### src/sv/hte_pkg.sv
// shared types, codes and helpers for the huffman table encoder and packer
`default_nettype none

package hte_pkg;

  // fixed field widths
  localparam int KIND_W = 2;
  localparam int SYM_BITS = 8;
  localparam int LEN_W = 7;
  localparam int CODE_W = 64;

  // depth of the queue between front and back
  localparam int QUEUE_DEPTH = 2;

  // request kinds on the input channel
  localparam logic [KIND_W-1:0] KIND_LOAD  = 2'd0;
  localparam logic [KIND_W-1:0] KIND_DATA  = 2'd1;
  localparam logic [KIND_W-1:0] KIND_FLUSH = 2'd2;

  // work items handed from front to back
  typedef enum logic {
    OP_DATA,
    OP_FLUSH
  } hte_op_t;

  typedef struct packed {
    hte_op_t           op;
    logic [LEN_W-1:0]  len;
    logic [CODE_W-1:0] val;
  } hte_entry_t;

  // one table row
  typedef struct packed {
    logic [LEN_W-1:0]  len;
    logic [CODE_W-1:0] val;
  } hte_row_t;

  // ones in the low n bits, all ones for n of 64 and more
  function automatic logic [CODE_W-1:0] low_mask(input logic [LEN_W-1:0] n);
    logic [CODE_W-1:0] m;
    if (n >= LEN_W'(CODE_W)) begin
      m = '1;
    end else begin
      m = (CODE_W'(1) << n) - CODE_W'(1);
    end
    return m;
  endfunction

endpackage

`default_nettype wire

### src/sv/hte_queue.sv
// short queue of work items between front and back
`default_nettype none

module hte_queue (
  input  wire logic                 clk,
  input  wire logic                 rst_n,
  input  wire logic                 push,
  input  wire hte_pkg::hte_entry_t  push_ent,
  output logic                      full,
  output logic                      pop_valid,
  output hte_pkg::hte_entry_t       pop_ent,
  input  wire logic                 pop
);
  import hte_pkg::*;

  localparam int PTR_W = $clog2(QUEUE_DEPTH);
  localparam int CNT_W = $clog2(QUEUE_DEPTH + 1);

  hte_entry_t        slot_r [QUEUE_DEPTH];
  logic [PTR_W-1:0]  wr_ptr_r;
  logic [PTR_W-1:0]  rd_ptr_r;
  logic [CNT_W-1:0]  cnt_r;

  assign full      = (cnt_r == CNT_W'(QUEUE_DEPTH));
  assign pop_valid = (cnt_r != '0);
  assign pop_ent   = slot_r[rd_ptr_r];

  // storage
  always_ff @(posedge clk) begin
    if (push) begin
      slot_r[wr_ptr_r] <= push_ent;
    end
  end

  // pointers and fill count
  always_ff @(posedge clk) begin
    if (!rst_n) begin
      wr_ptr_r <= '0;
      rd_ptr_r <= '0;
      cnt_r    <= '0;
    end else begin
      if (push) begin
        wr_ptr_r <= wr_ptr_r + PTR_W'(1);
      end
      if (pop) begin
        rd_ptr_r <= rd_ptr_r + PTR_W'(1);
      end
      if (push && !pop) begin
        cnt_r <= cnt_r + CNT_W'(1);
      end else if (pop && !push) begin
        cnt_r <= cnt_r - CNT_W'(1);
      end
    end
  end

endmodule

`default_nettype wire

### config.mk
export PLATFORM = sky130hd
export DESIGN_NAME = hte_queue
export DESIGN_NICKNAME = d
export VERILOG_FILES = /design/src/sv/hte_pkg.sv /design/src/sv/hte_queue.sv
export SDC_FILE = /design/constraint.sdc
export NUM_CORES = 1
export LEC_CHECK = 0
export ABC_AREA = 1
export BUFFER_PORTS_ARGS = -buffer_cell sky130_fd_sc_hd__buf_2
export CAP_MARGIN = 30
export CORE_ASPECT_RATIO = 0.5
export CORE_MARGIN = 2
export CORE_UTILIZATION = 45
export CTS_CLUSTER_SIZE = 10
export DETAILED_ROUTE_END_ITERATION = 10
export MAX_ROUTING_LAYER = met4
export PLACE_DENSITY = 0.7
export SLEW_MARGIN = 30
export SYNTH_ARGS = -nofsm -noshare
export SYNTH_HDL_FRONTEND = slang
export SYNTH_SLANG_ARGS = --single-unit
export TNS_END_PERCENT = 5
### constraint.sdc
create_clock -name clk -period 5.61 [get_ports clk]
set_clock_uncertainty 0.05 [all_clocks]
set_input_delay 1.122 -clock clk [delete_from_list [all_inputs] [get_ports clk]]
set_output_delay 1.122 -clock clk [all_outputs]
set_load 0.01 [all_outputs]
==> impl_metrics.csv <==
group,metric,value,unit
timing,rsz0062_at_grt,"no",
placement,place_area,6620,sq um
critical_path,crit_fanout,32,
clock_tree,cts-root-buf,"clkbuf_16",
flow_run,drv_cap,0,
placement,hpwl,6336,um
placement,dpl.cell_count,573,
power_and_ir_drop,power_density,368.9,nW/um^2
logic_synthesis,seq_area_frac_synth,0.7659,
logic_synthesis,ys_warn_count,0,
clock_tree,numCtsBuffers,17,
logic_synthesis,synthMuxAreaShare,0.1858,
logic_synthesis,synth_simple_gate_area_frac,0.01300,
power_and_ir_drop,power,2.662,mW
logic_synthesis,synth-compound-area-share,0.001733,
floorplan,dieHeight,84.12,um
grt,grt_pass1_wl,14750,um
floorplan,core-area,12590,sq um
routing,dr.pass1.iters,4,
clock_tree,cts_hold_buf,0,
floorplan,rows,29,
floorplan,io_pins,150,
critical_path,arrival,2350,ps
critical_path,setup.worst_path.start_class,"flop",
logic_synthesis,synth_top_family_by_area,"multiplexers",
routing,drtIter0Drc,90,
final_layout,antennaDiodeCount,0,
timing,fmax,283.8,MHz
timing,finalMaxSlewViolations,0,
timing,worst_slew_pin_slew,818.4,ps
routing,wirelength,9901,um
final_layout,drive_gt1_frac,0.5849,
power_and_ir_drop,peakVddDrop,0.2391,mV
logic_synthesis,synth_seq_cells,149,
logic_synthesis,synth-edff-count,144,
clock_tree,cts_setup_buffers,0,
clock_tree,cts_tree,"done",
logic_synthesis,synth_cells,259,
routing,viasPerCell,4.596,
logic_synthesis,synthAdderAreaFrac,0.002166,
critical_path,critPathKind,"reg -> out",
power_and_ir_drop,p_leak,2.914,nW
critical_path,critPathRequiredTime,4440,ps
final_layout,areaGrowthSynthToFinish,24.89,%
timing,hold_viol,0,
worst_hold_path,holdCritStartpoint,"rd_ptr_r$_SDFFE_PN0P_",
routing,wl_per_cell,16.34,um
clock_tree,clkTransAtPathRegs,60,ps
worst_hold_path,hold_path.class,"reg -> reg",
timing,fin_ws,2086,ps
outcome,status,"finished, final reports clean",
placement,globalplace.congestion,0.7057,
timing,setup_violations,0,
clock_tree,cts_buffer_depth,2,
routing,route.vias.total,2785,
clock_tree,clock_latency,400,ps
logic_synthesis,synth_top_cell_by_area,"edfxtp_1",
timing,slew_headroom,0.4531,
timing,fin_crit_sh,0.6282,
logic_synthesis,synth_common_cells,"edfxtp_1 (144), mux2_4 (70), nand2_1 (9)",
floorplan,start_util,0.4588,
placement,io_buffers,149,
routing,drtAntennaViolNets,0,
timing,holdWs,452.0,ps
placement,dpl_worst_slack,2384,ps
logic_synthesis,synthXorXnorAreaFrac,0,
logic_synthesis,ys_async_sr_fraction,0,
timing,setup_tns,0,ps
final_layout,fin_area,7214,sq um
logic_synthesis,yosys-top-cells-area,"edfxtp_1 (75%), mux2_4 (18%), buf_12 (2.4%)",
grt,grt_max_degree,54,
final_layout,finalNonFillerCells,606,
grt,globalRouteTotalUtil,0.1500,
grt,grt_pass1_vias,2881,
logic_synthesis,ys_types,14,
clock_tree,cts.sinks,149,
logic_synthesis,synth_area_per_cell,22.30,sq um
floorplan,die_w,164.2,um
logic_synthesis,synth_top_cell_area_share,0.7485,
final_layout,final_util,0.5730,
logic_synthesis,yosysMostFrequentCell,"edfxtp_1",
final_layout,nNetsFinal,500,
logic_synthesis,synth_fp_nets,336,
grt,grt_overflow,0,
logic_synthesis,synth_area,5777,sq um
critical_path,cp-end-kind,"primary output",
clock_tree,postCtsResizedCells,0,
timing,period_minus_slack,3524,ps
clock_tree,htreeDepth,4,
routing,drc,0,
critical_path,reg2reg_from,"wr_ptr_r$_SDFFE_PN0P_",
logic_synthesis,synth_ff_type,"edfxtp_1",
floorplan,dieArea,13810,sq um
grt,antenna_found_initial,0,
cell type report:
class / instances / area (sq um)
clock buffer: 21 / 440.4
clock inverter: 11 / 133.9
fill: 974 / 5376
inverter: 8 / 32.53
multi-input combinational: 94 / 1179
sequential: 149 / 4428
tap: 170 / 212.7
timing repair buffer: 153 / 788.3
critical path, cell delays in order, from the launching register on:
cell and delay, ps:
dfxtp_4 760, buf_12 290, buf_4 400, mux2_4 340, buf_2 140
kinds of logic after synthesis:
kind of cell / Yosys count
compound gates: 2
simple gates: 19
buf+inv: 16
mux: 72
flops: 149
fa+ha+maj: 1
sequential cells by signal, indices dropped and copies added (netlist names), named ones only:
signal,count
wr_ptr_r,1
slot_r,144
rd_ptr_r,1
cnt_r,2
cells in the final DEF, fill, tap and decap left out, drive strengths merged:
cell      instances
a21oi             1
buf             153
bufinv            3
clkbuf           21
clkinv            6
clkinvlp          2
dfxtp             5
edfxtp          144
ha                1
inv               8
mux2             72
nand2             9
nand3             1
nand4             1
nor2              8
o21ai             1
path summary, 6_finish.rpt:
path	to	slack, ps	cells after the start
min	flop	450	2
max	pop_ent[39]	2090	4
max reg2reg	slot_r[0][27]$_DFFE_PP_	3530	2
min reg2reg	flop	450	2
layer usage:
layer	track usage	up-vias	share of wire
met5	-	-	0
met2	0.2522	72	0.53
met3	0.04123	12	0.039
met1	0.1712	1369	0.42
met4	0.05981	0	0.012
li1	-	1332	-
power breakdown:
group          total, mW  internal [mW]  switching (mW)
Combinational      0.246          0.130           0.116
Sequential          1.31           1.29          0.0250
Clock               1.10          0.694           0.409
Total               2.66           2.11           0.549
No activity file was read; power rests on OpenSTA's default activity.
